[config.mk]
export PLATFORM = sky130hd
export DESIGN_NAME = decision_tree_classifier
export DESIGN_NICKNAME = d
export VERILOG_FILES = /design/src/hw/rtl/dtc_pkg.sv /design/src/hw/rtl/decision_tree_classifier.sv /design/src/hw/rtl/dtc_ram.sv
export VERILOG_INCLUDE_DIRS = /design/src /design/src/hw/rtl
export SDC_FILE = /design/constraint.sdc
export NUM_CORES = 2
export LEC_CHECK = 0
export ABC_AREA = 1
export BUFFER_PORTS_ARGS = -buffer_cell sky130_fd_sc_hd__buf_2
export CAP_MARGIN = 10
export CORE_UTILIZATION = 40
export CTS_CLUSTER_DIAMETER = 100
export DETAILED_ROUTE_END_ITERATION = 6
export PLACE_DENSITY = 0.53
export SETUP_SLACK_MARGIN = 0.5
export SYNTH_ARGS = -nofsm -noshare
export SYNTH_HDL_FRONTEND = slang
export SYNTH_SLANG_ARGS = --single-unit
export TNS_END_PERCENT = 5
[constraint.sdc]
create_clock -name clock -period 13.15 [get_ports clock]
set_input_delay 0 -clock clock [delete_from_list [all_inputs] [get_ports clock]]
set_output_delay 0 -clock clock [all_outputs]
set_load 0.1 [all_outputs]
[src/hw/rtl/decision_tree_classifier_macros.svh]
// Assertion macros shared by the decision tree classifier RTL.
`ifndef DECISION_TREE_CLASSIFIER_MACROS_SVH
`define DECISION_TREE_CLASSIFIER_MACROS_SVH

// Consequent must hold in the same cycle as the antecedent.
`define DTC_ASSERT_NOW(lbl, clk, rst, ante, cons, msg) \
   lbl: assert property (@(posedge clk) disable iff (rst) (ante) |-> (cons)) \
      else $error(msg);

// Consequent must hold in the cycle after the antecedent.
`define DTC_ASSERT_NEXT(lbl, clk, rst, ante, cons, msg) \
   lbl: assert property (@(posedge clk) disable iff (rst) (ante) |=> (cons)) \
      else $error(msg);

`endif

[src/hw/rtl/dtc_pkg.sv]
// Shared types and constants of the decision tree classifier.
`timescale 1ns / 1ps
package dtc_pkg;

   localparam int CMD_W      = 2;
   localparam int ADDR_W     = 6;
   localparam int IN_VALUE_W = 32;
   localparam int FSEL_W     = 4;
   localparam int LABEL_W    = 8;

   typedef logic [CMD_W-1:0] dtc_cmd_type;

   localparam dtc_cmd_type CMD_LOAD_FEATURE = 2'd0;
   localparam dtc_cmd_type CMD_LOAD_NODE    = 2'd1;
   localparam dtc_cmd_type CMD_LOAD_LEAF    = 2'd2;
   localparam dtc_cmd_type CMD_CLASSIFY     = 2'd3;

   typedef enum logic [1:0] {
      DTC_IDLE,
      DTC_FEAT,
      DTC_CMP,
      DTC_LEAF
   } dtc_state_type;

endpackage

[src/hw/rtl/decision_tree_classifier.sv]
// Decision tree classifier top level: table loading and the level-by-level tree walk.
`timescale 1ns / 1ps
// A word is accepted at a rising edge where start is high and busy is low. The three
// load commands (feature value, tree node, leaf label) write their table in that edge
// and leave busy low, so loads can follow one another every cycle. A classify word
// raises busy and walks the tree from the root: each level reads the node memory
// (feature index and threshold) and then reads the selected feature from the feature
// memory and compares it, because the feature address only becomes known once the
// node word is out of its RAM. After the last level the leaf memory is read, and the
// class label is presented on rsp_class_label with rsp_strobe high for exactly one
// cycle. A new word may be accepted in the strobe cycle itself. The receiver cannot
// stall the result, so it must take the label in that cycle. Loads whose address
// lies beyond their table are dropped silently; a node whose feature index is not
// below NUM_FEATURES compares a feature value of zero. The tables have no reset
// value: classifying through an entry that was never loaded gives an undefined label.
module decision_tree_classifier
   import dtc_pkg::*;
#(
   parameter int TREE_DEPTH   = 6,
   parameter int NUM_FEATURES = 16,
   parameter int VALUE_WIDTH  = 32
) (
   input  logic                         clock,
   input  logic                         reset,
   input  logic                         start,
   output logic                         busy,
   input  logic [CMD_W-1:0]             req_cmd,
   input  logic [ADDR_W-1:0]            req_addr,
   input  logic signed [IN_VALUE_W-1:0] req_value,
   input  logic [FSEL_W-1:0]            req_feature_sel,
   input  logic [LABEL_W-1:0]           req_leaf_label,
   output logic                         rsp_strobe,
   output logic [LABEL_W-1:0]           rsp_class_label
);

`include "decision_tree_classifier_macros.svh"

   // Table geometry. Heap numbering: node n has children 2n+1 and 2n+2.
   localparam int NODE_COUNT = (1 << TREE_DEPTH) - 1;
   localparam int LEAF_COUNT = 1 << TREE_DEPTH;
   localparam int FEAT_AW    = (NUM_FEATURES > 1) ? $clog2(NUM_FEATURES) : 1;
   localparam int NODE_W     = FSEL_W + VALUE_WIDTH;
   localparam int LVL_W      = (TREE_DEPTH > 1) ? $clog2(TREE_DEPTH) : 1;

   dtc_state_type state_ff, state_in;

   logic [LVL_W-1:0]      level_ff, level_in;
   logic [TREE_DEPTH-1:0] node_ff, node_in;
   logic [TREE_DEPTH-1:0] row_ff, row_in;
   logic                  oor_ff, oor_in;
   logic                  rsp_strobe_ff, rsp_strobe_in;
   logic [LABEL_W-1:0]    rsp_label_ff, rsp_label_in;

   logic accept;
   assign accept = start && !busy;

   // Incoming value, sign-extended and then fitted to the internal width.
   logic [63:0]            value_ext;
   logic [VALUE_WIDTH-1:0] value_int;
   assign value_ext = {{(64 - IN_VALUE_W){req_value[IN_VALUE_W-1]}}, req_value};
   assign value_int = value_ext[VALUE_WIDTH-1:0];

   // Load addresses, widened or trimmed to each table's address width.
   logic [FEAT_AW+ADDR_W-1:0]    faddr_ext;
   logic [TREE_DEPTH+ADDR_W-1:0] taddr_ext;
   assign faddr_ext = {{FEAT_AW{1'b0}}, req_addr};
   assign taddr_ext = {{TREE_DEPTH{1'b0}}, req_addr};

   // Memory ports.
   logic                   feat_wr_en, feat_rd_en;
   logic [FEAT_AW-1:0]     feat_rd_addr;
   logic [VALUE_WIDTH-1:0] feat_rd_data;

   logic                   node_wr_en, node_rd_en;
   logic [TREE_DEPTH-1:0]  node_rd_addr;
   logic [NODE_W-1:0]      node_rd_data;

   logic                   leaf_wr_en, leaf_rd_en;
   logic [TREE_DEPTH-1:0]  leaf_rd_addr;
   logic [LABEL_W-1:0]     leaf_rd_data;

   // Loads are only taken while the walk is idle, so reads and writes never meet
   // on the same entry and no forwarding is needed.
   assign feat_wr_en = accept && (req_cmd == CMD_LOAD_FEATURE)
                       && (32'(req_addr) < NUM_FEATURES);
   assign node_wr_en = accept && (req_cmd == CMD_LOAD_NODE)
                       && (32'(req_addr) < NODE_COUNT);
   assign leaf_wr_en = accept && (req_cmd == CMD_LOAD_LEAF)
                       && (32'(req_addr) < LEAF_COUNT);

   dtc_ram #(.WIDTH(VALUE_WIDTH), .DEPTH(NUM_FEATURES)) u_feature_ram (
      .clock   (clock),
      .wr_en   (feat_wr_en),
      .wr_addr (faddr_ext[FEAT_AW-1:0]),
      .wr_data (value_int),
      .rd_en   (feat_rd_en),
      .rd_addr (feat_rd_addr),
      .rd_data (feat_rd_data)
   );

   dtc_ram #(.WIDTH(NODE_W), .DEPTH(NODE_COUNT)) u_node_ram (
      .clock   (clock),
      .wr_en   (node_wr_en),
      .wr_addr (taddr_ext[TREE_DEPTH-1:0]),
      .wr_data ({req_feature_sel, value_int}),
      .rd_en   (node_rd_en),
      .rd_addr (node_rd_addr),
      .rd_data (node_rd_data)
   );

   dtc_ram #(.WIDTH(LABEL_W), .DEPTH(LEAF_COUNT)) u_leaf_ram (
      .clock   (clock),
      .wr_en   (leaf_wr_en),
      .wr_addr (taddr_ext[TREE_DEPTH-1:0]),
      .wr_data (req_leaf_label),
      .rd_en   (leaf_rd_en),
      .rd_addr (leaf_rd_addr),
      .rd_data (leaf_rd_data)
   );

   // Fields of the node word that is currently out of the node RAM. The read data
   // register holds them through the feature read that follows.
   logic [FSEL_W-1:0]         node_fsel;
   logic signed [VALUE_WIDTH-1:0] node_thr;
   logic [FEAT_AW+FSEL_W-1:0] fsel_ext;
   assign node_fsel = node_rd_data[NODE_W-1 -: FSEL_W];
   assign node_thr  = node_rd_data[VALUE_WIDTH-1:0];
   assign fsel_ext  = {{FEAT_AW{1'b0}}, node_fsel};

   // The comparison: a feature index beyond the store compares zero.
   logic signed [VALUE_WIDTH-1:0] feat_op;
   logic                          go_right;
   assign feat_op  = oor_ff ? '0 : feat_rd_data;
   assign go_right = feat_op > node_thr;

   // Child of the current node and its row on the next level.
   logic [TREE_DEPTH:0]   node_wide;
   logic [TREE_DEPTH:0]   row_wide;
   logic [TREE_DEPTH-1:0] node_nx;
   logic [TREE_DEPTH-1:0] row_nx;
   logic                  last_level;
   assign node_wide  = {node_ff, 1'b1} + (TREE_DEPTH + 1)'(go_right);
   assign row_wide   = {row_ff, go_right};
   assign node_nx    = node_wide[TREE_DEPTH-1:0];
   assign row_nx     = row_wide[TREE_DEPTH-1:0];
   assign last_level = (level_ff == LVL_W'(TREE_DEPTH - 1));

   always_ff @(posedge clock) begin
      if (reset) begin
         state_ff      <= DTC_IDLE;
         rsp_strobe_ff <= 1'b0;
      end else begin
         state_ff      <= state_in;
         rsp_strobe_ff <= rsp_strobe_in;
      end
      level_ff     <= level_in;
      node_ff      <= node_in;
      row_ff       <= row_in;
      oor_ff       <= oor_in;
      rsp_label_ff <= rsp_label_in;
   end

   always_comb begin
      state_in      = state_ff;
      level_in      = level_ff;
      node_in       = node_ff;
      row_in        = row_ff;
      oor_in        = oor_ff;
      rsp_strobe_in = 1'b0;
      rsp_label_in  = rsp_label_ff;
      node_rd_en    = 1'b0;
      node_rd_addr  = '0;
      feat_rd_en    = 1'b0;
      feat_rd_addr  = fsel_ext[FEAT_AW-1:0];
      leaf_rd_en    = 1'b0;
      leaf_rd_addr  = row_nx;
      case (state_ff)
         DTC_IDLE: begin
            // A classify word starts by reading the root straight away.
            if (accept && (req_cmd == CMD_CLASSIFY)) begin
               node_rd_en = 1'b1;
               level_in   = '0;
               node_in    = '0;
               row_in     = '0;
               state_in   = DTC_FEAT;
            end
         end
         DTC_FEAT: begin
            feat_rd_en = 1'b1;
            oor_in     = !(32'(node_fsel) < NUM_FEATURES);
            state_in   = DTC_CMP;
         end
         DTC_CMP: begin
            if (last_level) begin
               leaf_rd_en = 1'b1;
               state_in   = DTC_LEAF;
            end else begin
               node_rd_en   = 1'b1;
               node_rd_addr = node_nx;
               node_in      = node_nx;
               row_in       = row_nx;
               level_in     = level_ff + 1'b1;
               state_in     = DTC_FEAT;
            end
         end
         DTC_LEAF: begin
            rsp_strobe_in = 1'b1;
            rsp_label_in  = leaf_rd_data;
            state_in      = DTC_IDLE;
         end
         default: begin
            state_in = DTC_IDLE;
         end
      endcase
   end

   assign busy            = (state_ff != DTC_IDLE);
   assign rsp_strobe      = rsp_strobe_ff;
   assign rsp_class_label = rsp_label_ff;

   // A result only ever follows the leaf read.
   `DTC_ASSERT_NOW(a_strobe_after_leaf, clock, reset, rsp_strobe, $past(state_ff) == DTC_LEAF, "result without a leaf read")
   // The strobe cycle is idle, so the next word can be taken alongside it.
   `DTC_ASSERT_NOW(a_strobe_idle, clock, reset, rsp_strobe, !busy, "busy during the result cycle")
   // An accepted classify word starts the walk at once.
   `DTC_ASSERT_NEXT(a_classify_starts, clock, reset, accept && (req_cmd == CMD_CLASSIFY), state_ff == DTC_FEAT, "classify did not start the walk")
   // The level counter never runs past the last level of the tree.
   `DTC_ASSERT_NOW(a_level_range, clock, reset, state_ff == DTC_CMP, level_ff <= LVL_W'(TREE_DEPTH - 1), "walk ran past the tree depth")

endmodule

[src/hw/rtl/dtc_ram.sv]
// Generic single-port-write, single-port-read RAM with a registered read.
`timescale 1ns / 1ps
module dtc_ram #(
   parameter int WIDTH = 8,
   parameter int DEPTH = 16,
   localparam int AW = (DEPTH > 1) ? $clog2(DEPTH) : 1
) (
   input  logic             clock,
   input  logic             wr_en,
   input  logic [AW-1:0]    wr_addr,
   input  logic [WIDTH-1:0] wr_data,
   input  logic             rd_en,
   input  logic [AW-1:0]    rd_addr,
   output logic [WIDTH-1:0] rd_data
);

   logic [WIDTH-1:0] mem_ff [DEPTH];
   logic [WIDTH-1:0] rd_data_ff;

   always_ff @(posedge clock) begin
      if (wr_en) begin
         mem_ff[wr_addr] <= wr_data;
      end
      if (rd_en) begin
         rd_data_ff <= mem_ff[rd_addr];
      end
   end

   assign rd_data = rd_data_ff;

endmodule
### Yosys cells after proc, flatten, opt, wreduce, memory -nomap -nowiden

Memories as Yosys holds them, arrays and structs flattened. A register that Yosys moved wholly into a read port is not among the register bits.
Index checks and enable logic that the tools add are counted.

| word-level totals | value |
|---|---|
| bits of input ports | 55 |
| logic and storage cells | 62 |
| output and inout port bits | 10 |
| flip-flop bits (word level) | 24 |
| memories kept | 3 |
| RAM bits | 3292 |

Memories:

| name | depth | width | rd ports | clocked after Yosys merged registers in | wr ports | line | source |
|---|---|---|---|---|---|---|---|
| u_node_ram.mem_ff | 63 | 36 | 1 | 1 | 1 | dtc_ram.sv:17 | `logic [WIDTH-1:0] mem_ff [DEPTH];` |
| u_feature_ram.mem_ff | 16 | 32 | 1 | 1 | 1 | dtc_ram.sv:17 |  |
| u_leaf_ram.mem_ff | 64 | 8 | 1 | 1 | 1 | dtc_ram.sv:17 |  |

| cells by class | value |
|---|---|
| $lt $le $gt $ge | 3 |
| $add $sub $neg | 2 |
| mux-type cells | 26 |
| reduce and logical (&&, ||, !) cells | 13 |
| equality and inequality tests | 9 |

Operators with widths:

| operator | number |
|---|---|
| $gt 32x32->1 | 1 |
| $pmux 5 s2 | 2 |
| $mux 5 | 3 |
| $mux 1 | 12 |
| $mux 6 | 2 |
| $eq 2x2->1 const B | 4 |
| $pmux 2 s4 | 1 |
| $logic_and 1x1->1 | 7 |
| $add 6x1->6 | 1 |
| $lt 6x5->1 const B | 1 |
| $lt 6x6->1 const B | 1 |
| $mux 3 | 2 |
| $pmux 3 s2 | 1 |
| $eq 2x1->1 const B | 2 |
| $logic_not 2->1 | 2 |
| $mux 2 | 2 |
| $ne 2x2->1 const B | 2 |
| $reduce_bool 2->1 | 2 |
| $add 3x1->3 const B | 1 |
| $eq 3x3->1 const B | 1 |
| $reduce_and 3->1 | 1 |
| $pmux 1 s2 | 1 |
| $logic_not 1->1 | 1 |

### Longest topological paths before layout

| depth | value |
|---|---|
| depth in word-level cells | 7 |
| depth in mapped cells | 31 |
| gate-level depth less buffers | 28 |

### Cells and area by module

A second synthesis with hierarchy kept.

| unflattened totals | value |
|---|---|
| cells, all modules | 11682 |
| area, all modules | 138361.4 µm² |

Modules (own cells, without submodules):

| module | instances | area each (µm²) | seq. area each (µm²) | cells each |
|---|---|---|---|---|
| dtc_ram (u_node_ram) | 1 | 91938.2 | 69186.4 | 7510 |
| dtc_ram (u_feature_ram) | 1 | 23050.9 | 16335.7 | 2120 |
| dtc_ram (u_leaf_ram) | 1 | 21419.3 | 15615.0 | 1805 |
| decision_tree_classifier | 1 | 1953.1 | 690.7 | 247 |

### Worst setup path before layout

No wires, ideal clock.

| path | value |
|---|---|
| path kind | register to register |
| start point | reg state_ff[1] |
| end point | mem u_feature_ram.mem_ff[14][0] in the netlist's numbering (enable) |
| data required time | 12648 ps |
| library setup time | 502 ps |
| clock period less this slack | 4373 ps |
| buffers on the path | 0 |
| stages on the path, launching flop included | 6 |
| arrival time | 3871 ps |
| path slack | 8777 ps |
| cells stage by stage | dfxtp_1 -> inv_1 -> nand3_1 -> inv_1 -> nand4_1 -> nor4_1 |

| on the way | value |
|---|---|
| word-level cells in the longest chain between the ends | 7 |

Ends and longest elaborated chain:

| element | line | source |
|---|---|---|
| start: declaration | decision_tree_classifier.sv:45 | `dtc_state_type state_ff, state_in;` |
| start signal: assignment | decision_tree_classifier.sv:153 | `state_ff <= state_in;` |
| $reduce_bool 2->1 | decision_tree_classifier.sv:217 | `assign busy = (state_ff != DTC_IDLE);` |
| $logic_not 1->1 | decision_tree_classifier.sv:55 | `assign accept = start && !busy;` |
| $logic_and 1x1->1 | decision_tree_classifier.sv:55 |  |
| $logic_and 1x1->1 | decision_tree_classifier.sv:84 | `assign feat_wr_en = accept && (req_cmd == CMD_LOAD_FEATURE)` |
| $logic_and 1x1->1 | decision_tree_classifier.sv:85 | `&& (32'(req_addr) < NUM_FEATURES);` |
| $mux 1 | dtc_ram.sv:21 | `if (wr_en) begin` |
| $mux 1 (not written as such) | dtc_ram.sv:22 | `mem_ff[wr_addr] <= wr_data;` |
| end: declaration | dtc_ram.sv:17 |  |

Every way passes these cells.

### Final worst setup path

| path | value |
|---|---|
| start point | reg u_node_ram.rd_data_ff[2], in the netlist u_node_ram.rd_data[2] (read register of u_node_ram.mem_ff) |
| end point | reg u_node_ram.rd_data_ff[2], in the netlist u_node_ram.rd_data[2] (read register of u_node_ram.mem_ff), data pin |

| on the way | value |
|---|---|
| word-level cells in the longest chain between the ends | 4 |

Ends and longest elaborated chain:

| element | line | source |
|---|---|---|
| start: declaration | dtc_ram.sv:18 | `logic [WIDTH-1:0] rd_data_ff;` |
| $gt 32x32->1 | decision_tree_classifier.sv:134 | `assign go_right = feat_op > node_thr;` |
| $add 6x1->6 | decision_tree_classifier.sv:142 | `assign node_wide = {node_ff, 1'b1} + (TREE_DEPTH + 1)'(go_right);` |
| $mux 6 | decision_tree_classifier.sv:194 | `if (last_level) begin` |
| $mux 6 | decision_tree_classifier.sv:177 | `case (state_ff)` |

Every way passes these cells.
A chain may end at the register's enable or synchronous reset.

==> impl_metrics.json <==
{
  "highest_net_fanout_along_the_worst_path": 93,
  "critical_path.reg2reg.endpoint": "u_node_ram.rd_data[2]$_DFFE_PP_",
  "result_of_the_run": "finished, final reports clean",
  "leakage_nw": 59.6,
  "preCtsSetupSlack_ns": 5.53,
  "drt_iter0_markers": 11797,
  "fin_hold_ws_ns": 0.0559,
  "final_hold_violation_count": 0,
  "worstHoldEndpoint": "u_node_ram.mem_ff[6][12]$_DFFE_PP_",
  "grt_max_degree": 238,
  "cts_post_setup_buffers_inserted": 0,
  "max_clock_freq_ghz": 0.129,
  "finalNetCount": 12309,
  "final_area_um2": 161000,
  "synth.distinct_cells": 34,
  "clock_buffers_created_by_tritoncts": 370,
  "cts_hold_buf": 78,
  "ys_dominant_reg_cell": "sky130_fd_sc_hd__edfxtp_1",
  "synth_fp_nets": 12384,
  "min_from": "req_value[12]",
  "vdd.ir_drop.worst_v": 0.000112,
  "ys_seq_elements": 3392,
  "routability_cong": 0.837,
  "avgRoutedWirePerCell_um": 26.6,
  "area_growth_syn_to_layout_pct": 12.3,
  "clk-insertion-delay-late_ns": 0.96,
  "worst_r2r_path_depth": 27,
  "vias": 95943,
  "firstDrtPassIters": 7,
  "syn_area_per_cell_um2": 11.6,
  "die-width_um": 600,
  "grt_first_pass_wirelength_um": 658000,
  "dieArea_um2": 360000,
  "clk_transition_reported_paths_ns": 0.06,
  "critPathRequiredTime_ns": 13.83,
  "netlist_top_cells_count": "sky130_fd_sc_hd__edfxtp_1, sky130_fd_sc_hd__nand3_1, sky130_fd_sc_hd__nand2_1, sky130_fd_sc_hd__inv_1, sky130_fd_sc_hd__clkbuf_1",
  "mappedNetlistArea_um2": 143000,
  "via_per_inst": 5.56,
  "type_of_the_setup_path_with_the_least_slack": "register to register",
  "endpoint_kind": "register",
  "max_slew.worst_pin.slew_ns": 1.36,
  "grt_pass1_vias": 92295,
  "ff2ff_setup_slack_ns": 5.37,
  "synth_top_cell_by_area": "sky130_fd_sc_hd__edfxtp_1",
  "pwr_density_cell_nw_per_um2": 142,
  "worst_ep_arrival_time_ns": 8.45,
  "fin_worst_skew_ns": 0.0420,
  "max-cap-violations": 0,
  "layout.cells.non_filler": 17270,
  "placement.io_buffers": 64,
  "wirelength_um": 460000,
  "synth.yosys.seq_area_share_pct": 71.1,
  "clock_sink_count": 3392,
  "initial_core_util_pct": 40.2,
  "placedInstanceArea_um2": 149000,
  "setup-violations-final": 0,
  "core_area_um2": 356000,
  "ys.warnings.count": 0,
  "grt_setup_unrepaired": "no",
  "worstSetupStartpointType": "register",
  "worst_r2r_startpoint": "u_node_ram.rd_data[2]$_DFFE_PP_",
  "most_numerous_cell_in_the_yosys_netlist": "sky130_fd_sc_hd__edfxtp_1",
  "final.min_clock_period_ns": 7.78,
  "row_count": 219,
  "synthArstFlopShare_pct": 0,
  "tritoncts": "done",
  "period_share_pct": 59.1,
  "post_synth_main_area_contributors": "sky130_fd_sc_hd__edfxtp_1, sky130_fd_sc_hd__nand3_1, sky130_fd_sc_hd__nand2_1",
  "grt.overflow.total": 0,
  "hp-class": "primary input to register",
  "ant_nets": 0,
  "slew_viol_final": 0,
  "chipHeight_um": 600,
  "clock_tree.htree_level_count": 5,
  "clk_path_buf_depth": 4,
  "layout_setup_ws_ns": 5.37,
  "maxSlewHeadroom_pct": 9.18,
  "post_cts_resize_count": 0,
  "drive_above_1_share_pct": 7.14,
  "dpl.cell_count": 16519,
  "place_hpwl_um": 236000,
  "top_level_ports": 65,
  "syn-instance-count": 12294,
  "cts-root-buf": "sky130_fd_sc_hd__clkbuf_16",
  "fin_setup_tns_ns": 0,
  "hold-path-cell-count": 2,
  "antenna_found_initial": 26,
  "drc": 0,
  "yosys.area.top_type_share_pct": 71.1,
  "grt_util_all_layers_pct": 25.1,
  "synth_edf_count": 3389
}
## critical path, stage by stage (launching register included)
cell and delay, ns:
sky130_fd_sc_hd__edfxtp_1 0.57, sky130_fd_sc_hd__inv_1 0.12, sky130_fd_sc_hd__ha_1 0.30, sky130_fd_sc_hd__nand2_1 0.10
sky130_fd_sc_hd__inv_1 0.05, sky130_fd_sc_hd__nand2_1 0.05, sky130_fd_sc_hd__nand2_1 0.05, sky130_fd_sc_hd__nand2_1 0.06
sky130_fd_sc_hd__nand2_1 0.05, sky130_fd_sc_hd__nand2_1 0.05, sky130_fd_sc_hd__nand2_1 0.05, sky130_fd_sc_hd__nand2_1 0.08
sky130_fd_sc_hd__nand2_1 0.05, sky130_fd_sc_hd__nand2_1 0.11, sky130_fd_sc_hd__nand3_4 0.68, sky130_fd_sc_hd__inv_2 1.03
sky130_fd_sc_hd__ha_1 0.32, sky130_fd_sc_hd__nor2_1 0.05, sky130_fd_sc_hd__nor2_1 0.24, sky130_fd_sc_hd__nand2_4 0.11
sky130_fd_sc_hd__inv_8 0.54, sky130_fd_sc_hd__buf_12 0.64, sky130_fd_sc_hd__buf_12 0.60, sky130_fd_sc_hd__nand3_1 0.14
sky130_fd_sc_hd__nand3_1 0.14, sky130_fd_sc_hd__nand3_1 0.41, sky130_fd_sc_hd__nand3_1 0.53, sky130_fd_sc_hd__nand2_1 0.10
## where the power goes
group          switching [mW]  internal [mW]
logic                   0.816          0.196
registers             0.00998           11.9
clock network            4.27           5.67
total                    5.10           17.8
## layout by cell type (no fill, tap or decap), types with 11 or more instances in the layout
cell type and n:
sky130_fd_sc_hd__mux2i_1 128, sky130_fd_sc_hd__nand3b_1 290, sky130_fd_sc_hd__bufinv_16 20, sky130_fd_sc_hd__nor2_4 72
sky130_fd_sc_hd__diode_2 11, sky130_fd_sc_hd__ha_1 35, sky130_fd_sc_hd__a21oi_1 206, sky130_fd_sc_hd__inv_6 14
sky130_fd_sc_hd__clkinv_1 86, sky130_fd_sc_hd__inv_1 1229, sky130_fd_sc_hd__o21ai_0 247, sky130_fd_sc_hd__nor2_1 171
sky130_fd_sc_hd__buf_12 19, sky130_fd_sc_hd__nand3_1 2764, sky130_fd_sc_hd__buf_4 252, sky130_fd_sc_hd__nor3_2 14
sky130_fd_sc_hd__buf_2 31, sky130_fd_sc_hd__nor3_1 16, sky130_fd_sc_hd__dlygate4sd3_1 78, sky130_fd_sc_hd__clkbuf_16 380
sky130_fd_sc_hd__clkbuf_1 92, sky130_fd_sc_hd__nand2_1 2576, sky130_fd_sc_hd__o211ai_1 288, sky130_fd_sc_hd__edfxtp_1 3389
sky130_fd_sc_hd__clkinv_2 57
## kinds of logic (layout without fill, tap and decap cells)
kind of cell	Yosys count	count (layout)	synth area share [%]
fa+ha+maj	35	35	0.306
flops	3392	3392	71.1
compound gates	752	752	3.14
buf+inv	2067	2281	5.72
xor+xnor	2	2	0.0122
mux	128	128	0.895
other cells	0	11	0
simple gates	5918	5918	18.8
## area by class of cell
cell class | instances | area, um2
fillers | 32143 | 195000
flip-flops and latches | 3392 | 102000
multi-input cells | 6835 | 33700
clock buffers | 472 | 9850
well taps | 4751 | 5940
inverters | 1239 | 4670
repair buffers | 381 | 3210
clock inverters | 189 | 1500
diodes | 11 | 27.5
## flip-flops by register name, indices dropped and copies added (netlist names)
name and flops:
u_leaf_ram.mem_ff 512, u_feature_ram.rd_data 32, rsp_class_label 8, state_ff 2, u_leaf_ram.rd_data 8, node_ff 5, rsp_strobe 1, level_ff 3
u_node_ram.mem_ff 2268, row_ff 5, u_feature_ram.mem_ff 512, u_node_ram.rd_data 36
## layer usage
layer | part of all wire, % | routed length [um] | GRT usage, %
met2 | 46 | 211000 | 39.8
met3 | 8.1 | 37300 | 3.66
met5 | 0.0078 | 36 | 0
met1 | 41 | 191000 | 34.5
met4 | 4.4 | 20300 | 10.2
## how the worst max path moves through the flow
stage	start	endpoint	slack, ns
after floorplan	state_ff[1]$_SDFFE_PP0P_	u_feature_ram.mem_ff[14][0]$_DFFE_PP_	8.78
after global placement	u_node_ram.rd_data[2]$_DFFE_PP_	u_node_ram.rd_data[2]$_DFFE_PP_	5.48
after detailed placement	u_node_ram.rd_data[2]$_DFFE_PP_	u_node_ram.rd_data[2]$_DFFE_PP_	5.53
after CTS	u_node_ram.rd_data[2]$_DFFE_PP_	u_node_ram.rd_data[2]$_DFFE_PP_	5.53
after global routing	u_node_ram.rd_data[2]$_DFFE_PP_	u_node_ram.rd_data[23]$_DFFE_PP_	5.10
final	u_node_ram.rd_data[2]$_DFFE_PP_	u_node_ram.rd_data[2]$_DFFE_PP_	5.37
## stage by stage
stage / power (mW) / utilization (%)
after floorplan: 12.6 / -
after global placement: 13.1 / 41.7
after detailed placement: 13.1 / 41.8
after CTS: 23.0 / 45.2
after global routing: 23.5 / 45.2
final: 22.9 / 45.2
(Power assumes the default switching activity.)
